[config.mk]
export PLATFORM = sky130hd
export DESIGN_NAME = line_segment_window_clipper
export DESIGN_NICKNAME = d
export VERILOG_FILES = /design/src/lswc_pkg.sv /design/src/line_segment_window_clipper.sv /design/src/lswc_ctrl.sv /design/src/lswc_dp.sv
export SDC_FILE = /design/constraint.sdc
export NUM_CORES = 2
export LEC_CHECK = 0
export BUFFER_PORTS_ARGS = -buffer_cell sky130_fd_sc_hd__buf_2
export CELL_PAD_IN_SITES_DETAIL_PLACEMENT = 0
export CELL_PAD_IN_SITES_GLOBAL_PLACEMENT = 2
export CORE_ASPECT_RATIO = 0.8
export CORE_MARGIN = 2
export CORE_UTILIZATION = 30
export DETAILED_ROUTE_END_ITERATION = 7
export PLACE_DENSITY_LB_ADDON = 0.1
export SLEW_MARGIN = 10
export SYNTH_ARGS = -nofsm -noshare
export SYNTH_HDL_FRONTEND = slang
export SYNTH_SLANG_ARGS = --single-unit
[constraint.sdc]
create_clock -name clk -period 8.1 [get_ports clk]
set_input_delay 1.215 -clock clk [delete_from_list [all_inputs] [get_ports clk]]
set_output_delay 1.215 -clock clk [all_outputs]
set_load 0.01 [all_outputs]
[src/lswc_pkg.sv]
// ============================================================================
// lswc_pkg
// Shared types and constants for the line segment window clipper.
// ============================================================================
package lswc_pkg;

    localparam int CW = 16;                 // coordinate width
    localparam int DW = CW + 1;             // difference width
    localparam int PW = 2 * DW;             // product width
    localparam int QCW = $clog2(PW + 1);    // divider step counter width
    localparam int MAX_STEPS = 4;
    localparam int STW = $clog2(MAX_STEPS + 1);

    localparam logic [3:0] CODE_LEFT   = 4'd1;
    localparam logic [3:0] CODE_RIGHT  = 4'd2;
    localparam logic [3:0] CODE_BOTTOM = 4'd4;
    localparam logic [3:0] CODE_TOP    = 4'd8;

    localparam logic [1:0] REG_LEFT   = 2'd0;
    localparam logic [1:0] REG_BOTTOM = 2'd1;
    localparam logic [1:0] REG_RIGHT  = 2'd2;
    localparam logic [1:0] REG_TOP    = 2'd3;

    typedef enum logic [2:0] {
        CMD_NONE,
        CMD_LOAD,
        CMD_SETUP,
        CMD_MUL,
        CMD_DIV,
        CMD_APPLY
    } cmd_t;

    typedef struct packed {
        logic       both_in;
        logic       trivial_out;
        logic       div_done;
    } status_t;

endpackage

[src/line_segment_window_clipper.sv]
// A trivial decision passes from input word to result word through the load and
//   test states; each clip step adds setup, operand select, multiply, a serial
//   divide and apply, with at most 4 steps per segment.
// One segment at a time; the next word is taken the cycle after the result word
//   leaves.
// Reset (rst_n low, async) restores the default window.
// ============================================================================
// line_segment_window_clipper
// Cohen-Sutherland clipping of one segment against a configurable window.
// ============================================================================
module line_segment_window_clipper
(
    input  logic        clk,
    input  logic        rst_n,
    input  logic        cfg_valid,
    output logic        cfg_ready,
    input  logic [1:0]  cfg_index,
    input  logic [15:0] cfg_data,
    input  logic        s_axis_tvalid,
    output logic        s_axis_tready,
    input  logic [63:0] s_axis_tdata,   // start_x, start_y, end_x, end_y
    output logic        m_axis_tvalid,
    input  logic        m_axis_tready,
    output logic [63:0] m_axis_tdata,   // clip_start_x, clip_start_y, clip_end_x, clip_end_y
    output logic        m_axis_tuser    // accepted
);

    lswc_pkg::cmd_t    cmd;
    lswc_pkg::status_t status;
    logic busy, rvalid, racc, in_fire, out_fire;
    logic signed [lswc_pkg::CW-1:0] x1, y1, x2, y2;

    assign cfg_ready     = 1'b1;
    assign s_axis_tready = !busy;
    assign in_fire       = s_axis_tvalid && s_axis_tready;
    assign out_fire      = m_axis_tvalid && m_axis_tready;

    lswc_ctrl u_ctrl
    (
        .clk          (clk),
        .rst_n        (rst_n),
        .in_fire      (in_fire),
        .out_fire     (out_fire),
        .status       (status),
        .cmd          (cmd),
        .busy         (busy),
        .result_valid (rvalid),
        .result_acc   (racc)
    );

    lswc_dp u_dp
    (
        .clk     (clk),
        .rst_n   (rst_n),
        .cfg_we  (cfg_valid),
        .cfg_idx (cfg_index),
        .cfg_val (cfg_data),
        .in_x1   (s_axis_tdata[15:0]),
        .in_y1   (s_axis_tdata[31:16]),
        .in_x2   (s_axis_tdata[47:32]),
        .in_y2   (s_axis_tdata[63:48]),
        .cmd     (cmd),
        .status  (status),
        .x1      (x1),
        .y1      (y1),
        .x2      (x2),
        .y2      (y2)
    );

    assign m_axis_tvalid = rvalid;
    assign m_axis_tuser  = racc;
    assign m_axis_tdata  = racc ? {y2, x2, y1, x1} : 64'd0;

    a_no_accept_busy: assert property (@(posedge clk) disable iff (!rst_n)
        busy |-> !s_axis_tready) else $error("input taken while busy");
    a_hold_result: assert property (@(posedge clk) disable iff (!rst_n)
        (m_axis_tvalid && !m_axis_tready) |=> (m_axis_tvalid && $stable(m_axis_tdata)))
        else $error("result dropped");
    a_busy_after_in: assert property (@(posedge clk) disable iff (!rst_n)
        in_fire |=> busy) else $error("input lost");

endmodule

[src/lswc_ctrl.sv]
// ============================================================================
// lswc_ctrl
// Sequencer for the clipping loop: load, test, multiply, divide, apply.
// ============================================================================
module lswc_ctrl
(
    input  logic               clk,
    input  logic               rst_n,
    input  logic               in_fire,
    input  logic               out_fire,
    input  lswc_pkg::status_t  status,
    output lswc_pkg::cmd_t     cmd,
    output logic               busy,
    output logic               result_valid,
    output logic               result_acc
);

    typedef enum logic [2:0] {
        S_IDLE,
        S_TEST,
        S_PREP,
        S_MUL,
        S_DIV,
        S_APPLY,
        S_DONE
    } state_t;

    state_t                    state_reg, state_next;
    logic [lswc_pkg::STW-1:0]  steps_reg, steps_next;
    logic                      acc_reg, acc_next;

    always_comb
    begin
        state_next = state_reg;
        steps_next = steps_reg;
        acc_next   = acc_reg;
        cmd        = lswc_pkg::CMD_NONE;
        case (state_reg)
            S_IDLE:
            begin
                if (in_fire)
                begin
                    cmd        = lswc_pkg::CMD_LOAD;
                    steps_next = '0;
                    state_next = S_TEST;
                end
            end
            S_TEST:
            begin
                if (status.both_in)
                begin
                    acc_next   = 1'b1;
                    state_next = S_DONE;
                end
                else if (status.trivial_out ||
                         steps_reg == lswc_pkg::STW'(lswc_pkg::MAX_STEPS))
                begin
                    acc_next   = 1'b0;
                    state_next = S_DONE;
                end
                else
                begin
                    cmd        = lswc_pkg::CMD_SETUP;
                    state_next = S_PREP;
                end
            end
            S_PREP:
            begin
                state_next = S_MUL;
            end
            S_MUL:
            begin
                cmd        = lswc_pkg::CMD_MUL;
                state_next = S_DIV;
            end
            S_DIV:
            begin
                cmd = lswc_pkg::CMD_DIV;
                if (status.div_done)
                begin
                    state_next = S_APPLY;
                end
            end
            S_APPLY:
            begin
                cmd        = lswc_pkg::CMD_APPLY;
                steps_next = steps_reg + 1'b1;
                state_next = S_TEST;
            end
            S_DONE:
            begin
                if (out_fire)
                begin
                    state_next = S_IDLE;
                end
            end
            default:
            begin
                state_next = S_IDLE;
            end
        endcase
    end

    always_ff @(posedge clk or negedge rst_n)
    begin
        if (!rst_n)
        begin
            state_reg <= S_IDLE;
            steps_reg <= '0;
            acc_reg   <= 1'b0;
        end
        else
        begin
            state_reg <= state_next;
            steps_reg <= steps_next;
            acc_reg   <= acc_next;
        end
    end

    assign busy         = (state_reg != S_IDLE);
    assign result_valid = (state_reg == S_DONE);
    assign result_acc   = acc_reg;

endmodule

[src/lswc_dp.sv]
// ============================================================================
// lswc_dp
// Clipping datapath: window registers, endpoints, outcodes, multiplier and
// a restoring divider one quotient bit per cycle.
// ============================================================================
module lswc_dp
(
    input  logic                        clk,
    input  logic                        rst_n,
    input  logic                        cfg_we,
    input  logic [1:0]                  cfg_idx,
    input  logic signed [lswc_pkg::CW-1:0] cfg_val,
    input  logic signed [lswc_pkg::CW-1:0] in_x1,
    input  logic signed [lswc_pkg::CW-1:0] in_y1,
    input  logic signed [lswc_pkg::CW-1:0] in_x2,
    input  logic signed [lswc_pkg::CW-1:0] in_y2,
    input  lswc_pkg::cmd_t              cmd,
    output lswc_pkg::status_t           status,
    output logic signed [lswc_pkg::CW-1:0] x1,
    output logic signed [lswc_pkg::CW-1:0] y1,
    output logic signed [lswc_pkg::CW-1:0] x2,
    output logic signed [lswc_pkg::CW-1:0] y2
);

    localparam int CW  = lswc_pkg::CW;
    localparam int DW  = lswc_pkg::DW;
    localparam int PW  = lswc_pkg::PW;
    localparam int QCW = lswc_pkg::QCW;

    logic signed [CW-1:0] wl_reg, wb_reg, wr_reg, wt_reg;
    logic signed [CW-1:0] x1_reg, y1_reg, x2_reg, y2_reg;
    logic signed [DW-1:0] ma_reg, mb_reg, md_reg;
    logic signed [CW-1:0] base_reg, edge_reg;
    logic                 vert_reg, first_reg, neg_reg;
    logic [PW-1:0]        num_reg;
    logic [DW-1:0]        den_reg;
    logic [DW:0]          rem_reg;
    logic [PW-1:0]        quo_reg;
    logic [QCW-1:0]       cnt_reg;

    logic [3:0] c1, c2, co;
    logic signed [CW-1:0] px1, py1, px2, py2;
    logic signed [PW-1:0] prod;
    logic [DW:0]          rem_sh;
    logic [PW-1:0]        qs;
    logic signed [CW-1:0] moved;

    function automatic logic [3:0] outcode(
        input logic signed [CW-1:0] x, input logic signed [CW-1:0] y,
        input logic signed [CW-1:0] l, input logic signed [CW-1:0] r,
        input logic signed [CW-1:0] b, input logic signed [CW-1:0] t);
        logic [3:0] c;
        c = '0;
        if (x < l)
            c = c | lswc_pkg::CODE_LEFT;
        else if (x > r)
            c = c | lswc_pkg::CODE_RIGHT;
        if (y < b)
            c = c | lswc_pkg::CODE_BOTTOM;
        else if (y > t)
            c = c | lswc_pkg::CODE_TOP;
        return c;
    endfunction

    assign c1 = outcode(x1_reg, y1_reg, wl_reg, wr_reg, wb_reg, wt_reg);
    assign c2 = outcode(x2_reg, y2_reg, wl_reg, wr_reg, wb_reg, wt_reg);
    assign co = (c1 != 4'd0) ? c1 : c2;

    assign status.both_in     = (c1 == 4'd0) && (c2 == 4'd0);
    assign status.trivial_out = ((c1 & c2) != 4'd0);
    assign status.div_done    = (cnt_reg == '0);

    // intersection always measured from the first endpoint
    assign px1 = x1_reg;
    assign py1 = y1_reg;
    assign px2 = x2_reg;
    assign py2 = y2_reg;

    assign prod   = ma_reg * mb_reg;
    assign rem_sh = {rem_reg[DW-1:0], num_reg[PW-1]};
    assign qs     = neg_reg ? (~quo_reg + 1'b1) : quo_reg;
    assign moved  = CW'(base_reg + CW'(qs));

    always_ff @(posedge clk or negedge rst_n)
    begin
        if (!rst_n)
        begin
            wl_reg  <= '0;
            wb_reg  <= '0;
            wr_reg  <= CW'(639);
            wt_reg  <= CW'(479);
            cnt_reg <= '0;
        end
        else
        begin
            if (cfg_we)
            begin
                case (cfg_idx)
                    lswc_pkg::REG_LEFT:   wl_reg <= cfg_val;
                    lswc_pkg::REG_BOTTOM: wb_reg <= cfg_val;
                    lswc_pkg::REG_RIGHT:  wr_reg <= cfg_val;
                    lswc_pkg::REG_TOP:    wt_reg <= cfg_val;
                    default:              wl_reg <= wl_reg;
                endcase
            end
            if (cmd == lswc_pkg::CMD_MUL)
                cnt_reg <= QCW'(PW);
            else if (cmd == lswc_pkg::CMD_DIV && cnt_reg != '0)
                cnt_reg <= cnt_reg - 1'b1;
        end
    end

    always_ff @(posedge clk)
    begin
        case (cmd)
            lswc_pkg::CMD_LOAD:
            begin
                x1_reg <= in_x1;
                y1_reg <= in_y1;
                x2_reg <= in_x2;
                y2_reg <= in_y2;
            end
            lswc_pkg::CMD_SETUP:
            begin
                first_reg <= (c1 != 4'd0);
                if ((co & lswc_pkg::CODE_TOP) != 4'd0)
                begin
                    vert_reg <= 1'b0;
                    edge_reg <= wt_reg;
                end
                else if ((co & lswc_pkg::CODE_BOTTOM) != 4'd0)
                begin
                    vert_reg <= 1'b0;
                    edge_reg <= wb_reg;
                end
                else if ((co & lswc_pkg::CODE_RIGHT) != 4'd0)
                begin
                    vert_reg <= 1'b1;
                    edge_reg <= wr_reg;
                end
                else
                begin
                    vert_reg <= 1'b1;
                    edge_reg <= wl_reg;
                end
            end
            lswc_pkg::CMD_MUL:
            begin
                num_reg <= prod[PW-1] ? PW'(-prod) : PW'(prod);
                den_reg <= md_reg[DW-1] ? DW'(-md_reg) : DW'(md_reg);
                neg_reg <= (prod[PW-1] != md_reg[DW-1]) && (prod != '0) && (md_reg != '0);
                rem_reg <= '0;
                quo_reg <= '0;
                base_reg <= vert_reg ? py1 : px1;
            end
            lswc_pkg::CMD_DIV:
            begin
                if (cnt_reg != '0)
                begin
                    num_reg <= {num_reg[PW-2:0], 1'b0};
                    if (den_reg != '0 && rem_sh >= {1'b0, den_reg})
                    begin
                        rem_reg <= rem_sh - {1'b0, den_reg};
                        quo_reg <= {quo_reg[PW-2:0], 1'b1};
                    end
                    else
                    begin
                        rem_reg <= rem_sh;
                        quo_reg <= {quo_reg[PW-2:0], 1'b0};
                    end
                end
            end
            lswc_pkg::CMD_APPLY:
            begin
                if (first_reg)
                begin
                    x1_reg <= vert_reg ? edge_reg : moved;
                    y1_reg <= vert_reg ? moved : edge_reg;
                end
                else
                begin
                    x2_reg <= vert_reg ? edge_reg : moved;
                    y2_reg <= vert_reg ? moved : edge_reg;
                end
            end
            default:
            begin
                num_reg <= num_reg;
            end
        endcase
    end

    // operand selection from the setup decision, registered ahead of the multiply
    always_ff @(posedge clk)
    begin
        if (vert_reg)
        begin
            ma_reg <= DW'(py2) - DW'(py1);
            mb_reg <= DW'(edge_reg) - DW'(px1);
            md_reg <= DW'(px2) - DW'(px1);
        end
        else
        begin
            ma_reg <= DW'(px2) - DW'(px1);
            mb_reg <= DW'(edge_reg) - DW'(py1);
            md_reg <= DW'(py2) - DW'(py1);
        end
    end

    assign x1 = x1_reg;
    assign y1 = y1_reg;
    assign x2 = x2_reg;
    assign y2 = y2_reg;

endmodule

* Yosys cells after proc, flatten, opt, wreduce, memory -nomap -nowiden
Index checks and enable logic that the tools add are counted.
** Storage, ports and cells
- Register bits :: 311
- Input bits :: 87
** Cells by class
- Add/sub/neg operators :: 11
- Multipliers :: 1
- $lt $le $gt $ge :: 9
- Equal/unequal tests :: 22
- Mux-type cells :: 55
- Bitwise logic cells :: 2
- Reduce and logical (&&, ||, !) cells :: 36
** Operators by type and width (number)
- 16-bit 2-to-1 mux :: 13
- 16-bit one-hot mux with 2 select lines :: 5
- 17-bit 2-to-1 mux :: 5
- 34-bit 2-to-1 mux :: 2
- 34-bit one-hot mux with 2 select lines :: 1
- 16-bit by 16-bit subtractor with 17-bit output :: 4
- 16-bit greater-than comparator :: 4
- 16-bit less-than comparator :: 4
- 64-bit 2-to-1 mux :: 1
- 17-bit by 17-bit multiplier with 34-bit output :: 1
- 34-bit negator :: 1
- 17-bit one-hot mux with 2 select lines :: 1
- 17-bit nonzero test :: 2
- 34-bit nonzero test :: 1
- 4-bit 2-to-1 mux :: 6
- 3-bit 2-to-1 mux :: 7
- 3-bit one-hot mux with 7 select lines :: 1
- 3-bit equality test (second input constant) :: 6
- 18-bit by 17-bit >= comparator with 1-bit output :: 1
- 2-bit AND reduction :: 9
- 17-bit negator :: 1
- 17-bit subtractor :: 1
- 16-bit by 1-bit adder with 16-bit output (second input constant) :: 1
- 16-bit adder :: 1
- other kinds (28) :: 57

* Logic depth before layout (Yosys ltp)
- Word-level depth :: 15
- Mapped depth :: 28

* Modules after synthesis
A second synthesis with hierarchy kept.
** Second synthesis, totals
- Cells, all modules :: 3526
- Area total of the unflattened synthesis :: 32877.8 sq um
** Modules (own cells, without submodules)
- lswc_dp :: times used 1, cells an instance 3404, area each 31918.1 sq um
- line_segment_window_clipper :: times used 1, cells an instance 75, area each 538.0 sq um
- lswc_ctrl :: times used 1, cells an instance 47, area each 421.7 sq um

* Worst setup path after synthesis
Ideal clock, no wire load.
- Path kind :: reg2reg
- Start :: register u_dp.ma_reg[16]
- End :: register u_dp.num_reg[32] (data pin)
- Library setup time :: 0.266 ns
- Data arrival time :: 6.774 ns
- Required time :: 7.834 ns
- Setup slack :: 1.060 ns
- Stages on the path, launching flop included :: 25
- Path buffers :: 1
- Clock period less this slack :: 7.040 ns
- Cells stage by stage :: dfxtp_1 clkbuf_1 nand2_1 inv_1 fa_1 inv_1 fa_1 inv_1 fa_1 fa_1 fa_1 inv_1 fa_1 inv_1 ha_1 a21oi_1 o21ai_0 or3_1 or3_1 o211ai_1 o2111ai_1 nor4_2 a41oi_1 xnor2_1 o21ai_1
** On the way
- Cells in the longest elaborated chain, start to end :: 4
** RTL lines
- from (decl) :: RTL line lswc_dp.sv:32 : logic signed [DW-1:0] ma_reg, mb_reg, md_reg;
- from (signal assigned) :: RTL line lswc_dp.sv:198 : ma_reg <= DW'(py2) - DW'(py1);
- from (signal assigned) :: RTL line lswc_dp.sv:204 : ma_reg <= DW'(px2) - DW'(px1);
- 17-bit by 17-bit multiplier with 34-bit output (*) :: RTL line lswc_dp.sv:79 : assign prod = ma_reg * mb_reg;
- 34-bit negator :: RTL line lswc_dp.sv:149 : num_reg <= prod[PW-1] ? PW'(-prod) : PW'(prod);
- 34-bit 2-to-1 mux (*) :: RTL line lswc_dp.sv:149
- 34-bit one-hot mux with 2 select lines (*) :: RTL line lswc_dp.sv:115 : case (cmd)
- to (signal assigned) :: RTL line lswc_dp.sv:149
- to (signal assigned) :: RTL line lswc_dp.sv:160 : num_reg <= {num_reg[PW-2:0], 1'b0};
- to (signal assigned) :: RTL line lswc_dp.sv:188 : num_reg <= num_reg;
- to (decl) :: RTL line lswc_dp.sv:35 : logic [PW-1:0] num_reg;
Every way passes the cells marked *; elsewhere a longest branch is shown, timed or not.
A chain may end at the register's enable or synchronous reset.

* Worst setup path after layout
- Start :: register u_dp.ma_reg[6]
- End :: register u_dp.num_reg[32] (data pin)
Same word-level chain as after synthesis.

==> flow_metrics.env <==
export IMPL_cts_num_sinks=311
export IMPL_num_rows=107
export IMPL_crit_type="reg -> reg"
export IMPL_slew_violations=0
export IMPL_wl_per_cell_um=22.7
export IMPL_r2r_slack_ns=0.35
export IMPL_cp_required_ns=8.45
export IMPL_synthCells=3441
export IMPL_synth_top_cell_area_share_pct=18.8
export IMPL_outcome="complete, no violations"
export IMPL_cts_htree_levels=2
export IMPL_multi_input_area_mm2=0.0214
export IMPL_syn_avg_cell_area_um2=9.33
export IMPL_synthFlopType="edfxtp_1"
export IMPL_setup_ws_ns=0.350
export IMPL_layout_area_overhead_vs_synth_pct=12.7
export IMPL_crit_start="u_dp.ma_reg[6]$_DFF_P_"
export IMPL_place_ws_ns=0.216
export IMPL_chipHeight_um=297
export IMPL_ys_top_cells_by_area="fa_1 (19%), edfxtp_1 (17%), ha_1 (12%), inv_1 (6.0%), dfrtp_1 (4.8%)"
export IMPL_dpl_hpwl_mm=94.0
export IMPL_first_pass_iters=5
export IMPL_io_pins=155
export IMPL_grt_pass1_wl_mm=171
export IMPL_async_flop_share_pct=24.8
export IMPL_start_kind="flop"
export IMPL_holdCritPathClass="reg -> reg"
export IMPL_cp_end_kind="flop"
export IMPL_max_freq_mhz=129
export IMPL_core_mm2=0.106
export IMPL_hold_buffers=0
export IMPL_reg2reg_depth=22
export IMPL_ys_warn_count=0
export IMPL_maxCapViolations=0
export IMPL_min_from="u_dp.num_reg[21]$_DFFE_PP_"
export IMPL_insertion_delay_ns=0.63
export IMPL_die_w_um=370
export IMPL_antenna_found_initial=7
export IMPL_cts_buffers=42
export IMPL_netlist_area_mm2=0.0321
export IMPL_seqCellArea_mm2=0.00848
export IMPL_drc=0
export IMPL_worstPathArrival_ns=8.10
export IMPL_cts_tree="done"
export IMPL_routabilityCongestion=0.895
export IMPL_grt_pass1_vias=26400
export IMPL_largest_reg_flops=34
export IMPL_clkTransAtPathRegs_ns=0.06
export IMPL_finalHoldViolCount=0
export IMPL_wirelength_mm=114
export IMPL_syn_nets=4126
export IMPL_drive_gt1_share_pct=11.2
export IMPL_via_per_inst=5.04
export IMPL_endpoint="u_dp.num_reg[32]$_DFFE_PP_"
export IMPL_fillers=10900
export IMPL_drtIter0Drc=1685
export IMPL_worst_path_max_fanout=11
export IMPL_slew_headroom_pct=21.0
export IMPL_grtUsageTotal_pct=21.0
export IMPL_period_share_pct=95.7
export IMPL_finClkSkew_ns=0.0668
export IMPL_r2r_end="u_dp.num_reg[32]$_DFFE_PP_"
export IMPL_dieArea_mm2=0.110
export IMPL_tightest_slew_ns=1.18
export IMPL_seq_area_frac_synth_pct=26.4
export IMPL_synth_edf_count=183
export IMPL_grt_max_degree=78
export IMPL_cts_root_buf="clkbuf_16"
export IMPL_synth_seq_cells=311
export IMPL_ys_types=85
export IMPL_num_nets_final=4251
export IMPL_io_buffer_count=153
export IMPL_period_needed_ns=7.75
export IMPL_grt_ovfl_total=0
export IMPL_ant_nets=0
export IMPL_clockBufferDepth=3
export IMPL_r2r_start="u_dp.ma_reg[6]$_DFF_P_"
export IMPL_start_util_pct=30.2
export IMPL_setup_viol=0
export IMPL_synth_top_area_cell="fa_1"
export IMPL_via_count=25300
export IMPL_whs_ns=0.489
export IMPL_post_cts_buffers=0
-- per-layer routing --
layer  share of wire, %  global-route usage [%]
met5                  0                       0
met3                5.3                    2.68
met2                 41                    31.1
met4                2.0                    4.31
met1                 51                    32.5
-- cell usage after synthesis, types with 39 or more instances --
| master | n |
|---|---|
| ha_1 | 297 |
| clkbuf_1 | 99 |
| nor2_1 | 234 |
| nor3_1 | 43 |
| edfxtp_1 | 183 |
| mux2i_1 | 46 |
| o21a_1 | 53 |
| and2_1 | 196 |
| xor2_1 | 39 |
| mux2_2 | 69 |
| inv_1 | 514 |
| dfxtp_1 | 51 |
| a21oi_1 | 132 |
| nand2_1 | 332 |
| xnor2_1 | 116 |
| dfrtp_1 | 61 |
| a21o_1 | 57 |
| nand3_1 | 54 |
| o21ai_0 | 128 |
| fa_1 | 301 |
-- worst min-delay path by stage --
| stage | slack (ns) | end | cells after the start |
|---|---|---|---|
| final | 0.49 | u_dp.num_reg[22]$_DFFE_PP_ | 2 |
| after global routing | 0.49 | u_dp.num_reg[22]$_DFFE_PP_ | 2 |
| after CTS | 0.47 | u_dp.num_reg[22]$_DFFE_PP_ | 2 |
| after detailed placement | 0.51 | u_dp.cnt_reg[5]$_DFFE_PN0P_ | 2 |
| after global placement | 0.52 | u_dp.num_reg[31]$_DFFE_PP_ | 2 |
| after floorplan | 0.46 | u_dp.den_reg[0]$_DFFE_PP_ | 0 |
-- worst max-delay path, stage by stage, from the launching register on --
cell and delay (ns):
dfxtp_1 0.64, buf_4 0.26, nand2_1 0.08, fa_1 0.51, inv_1 0.06, fa_1 0.46, fa_1 0.54, fa_1 0.53
fa_1 0.55, inv_1 0.05, fa_1 0.52, inv_1 0.04, ha_1 0.41, a21oi_1 0.27, nand2b_1 0.08, a211oi_1 0.61
o21bai_1 0.18, xnor2_1 0.42, o2111ai_1 0.33, nor4_4 0.48, a41oi_1 0.20, xnor2_1 0.17, o21ai_1 0.07
-- cell usage in the layout, fill, tap and decap left out, drive strengths merged, types with 69 or more instances in the layout --
| master | netlist | routed |
|---|---|---|
| edfxtp | 183 | 183 |
| a21oi | 133 | 133 |
| ha | 297 | 297 |
| o21ai | 161 | 161 |
| fa | 301 | 301 |
| buf | 14 | 194 |
| nand2 | 333 | 333 |
| nor2 | 234 | 234 |
| mux2 | 69 | 69 |
| inv | 515 | 517 |
| xnor2 | 116 | 116 |
| and2 | 196 | 196 |
-- kinds of logic (layout without fill, tap and decap cells) --
group           count (synthesis)  in the layout  synth area share, %
mux                           115            115                 3.85
flops                         311            311                 26.4
buf+inv                       629            788                 7.42
other cells                     1              4               0.0117
xor+xnor                      155            155                 4.23
simple gates                 1021           1021                 15.3
compound gates                611            611                 12.5
fa+ha+maj                     598            598                 30.3
-- stage by stage --
stage	cells	util [%]	cell area [µm²]	TNS (ns)
finish	5020	34.0	36200	0
detailed placement	4939	32.5	34600	0
floorplan	3441	-	32100	0
global route	5017	34.0	36200	-0.00992
CTS	5017	34.0	36100	0
global placement	4939	32.5	34600	0
-- timing repair --
item | CTS | global route
endpoints found under the setup margin | 0 | 12
resized for setup | 0 | 15
endpoints found under the hold margin | 0 | 0
-- cell type report --
class                   count  share of cell area (%)
clock inverters            26                    1.11
well taps                1417                    4.90
multi-input cells        2501                    59.0
diodes                      3                  0.0207
clock buffers              52                    3.15
repair buffers            194                    3.01
inverters                 516                    5.35
flip-flops and latches    311                    23.4
Power is left out: the tool's default activity adds up to more than one toggle a clock period on the data nets, which glitch-free logic cannot reach.
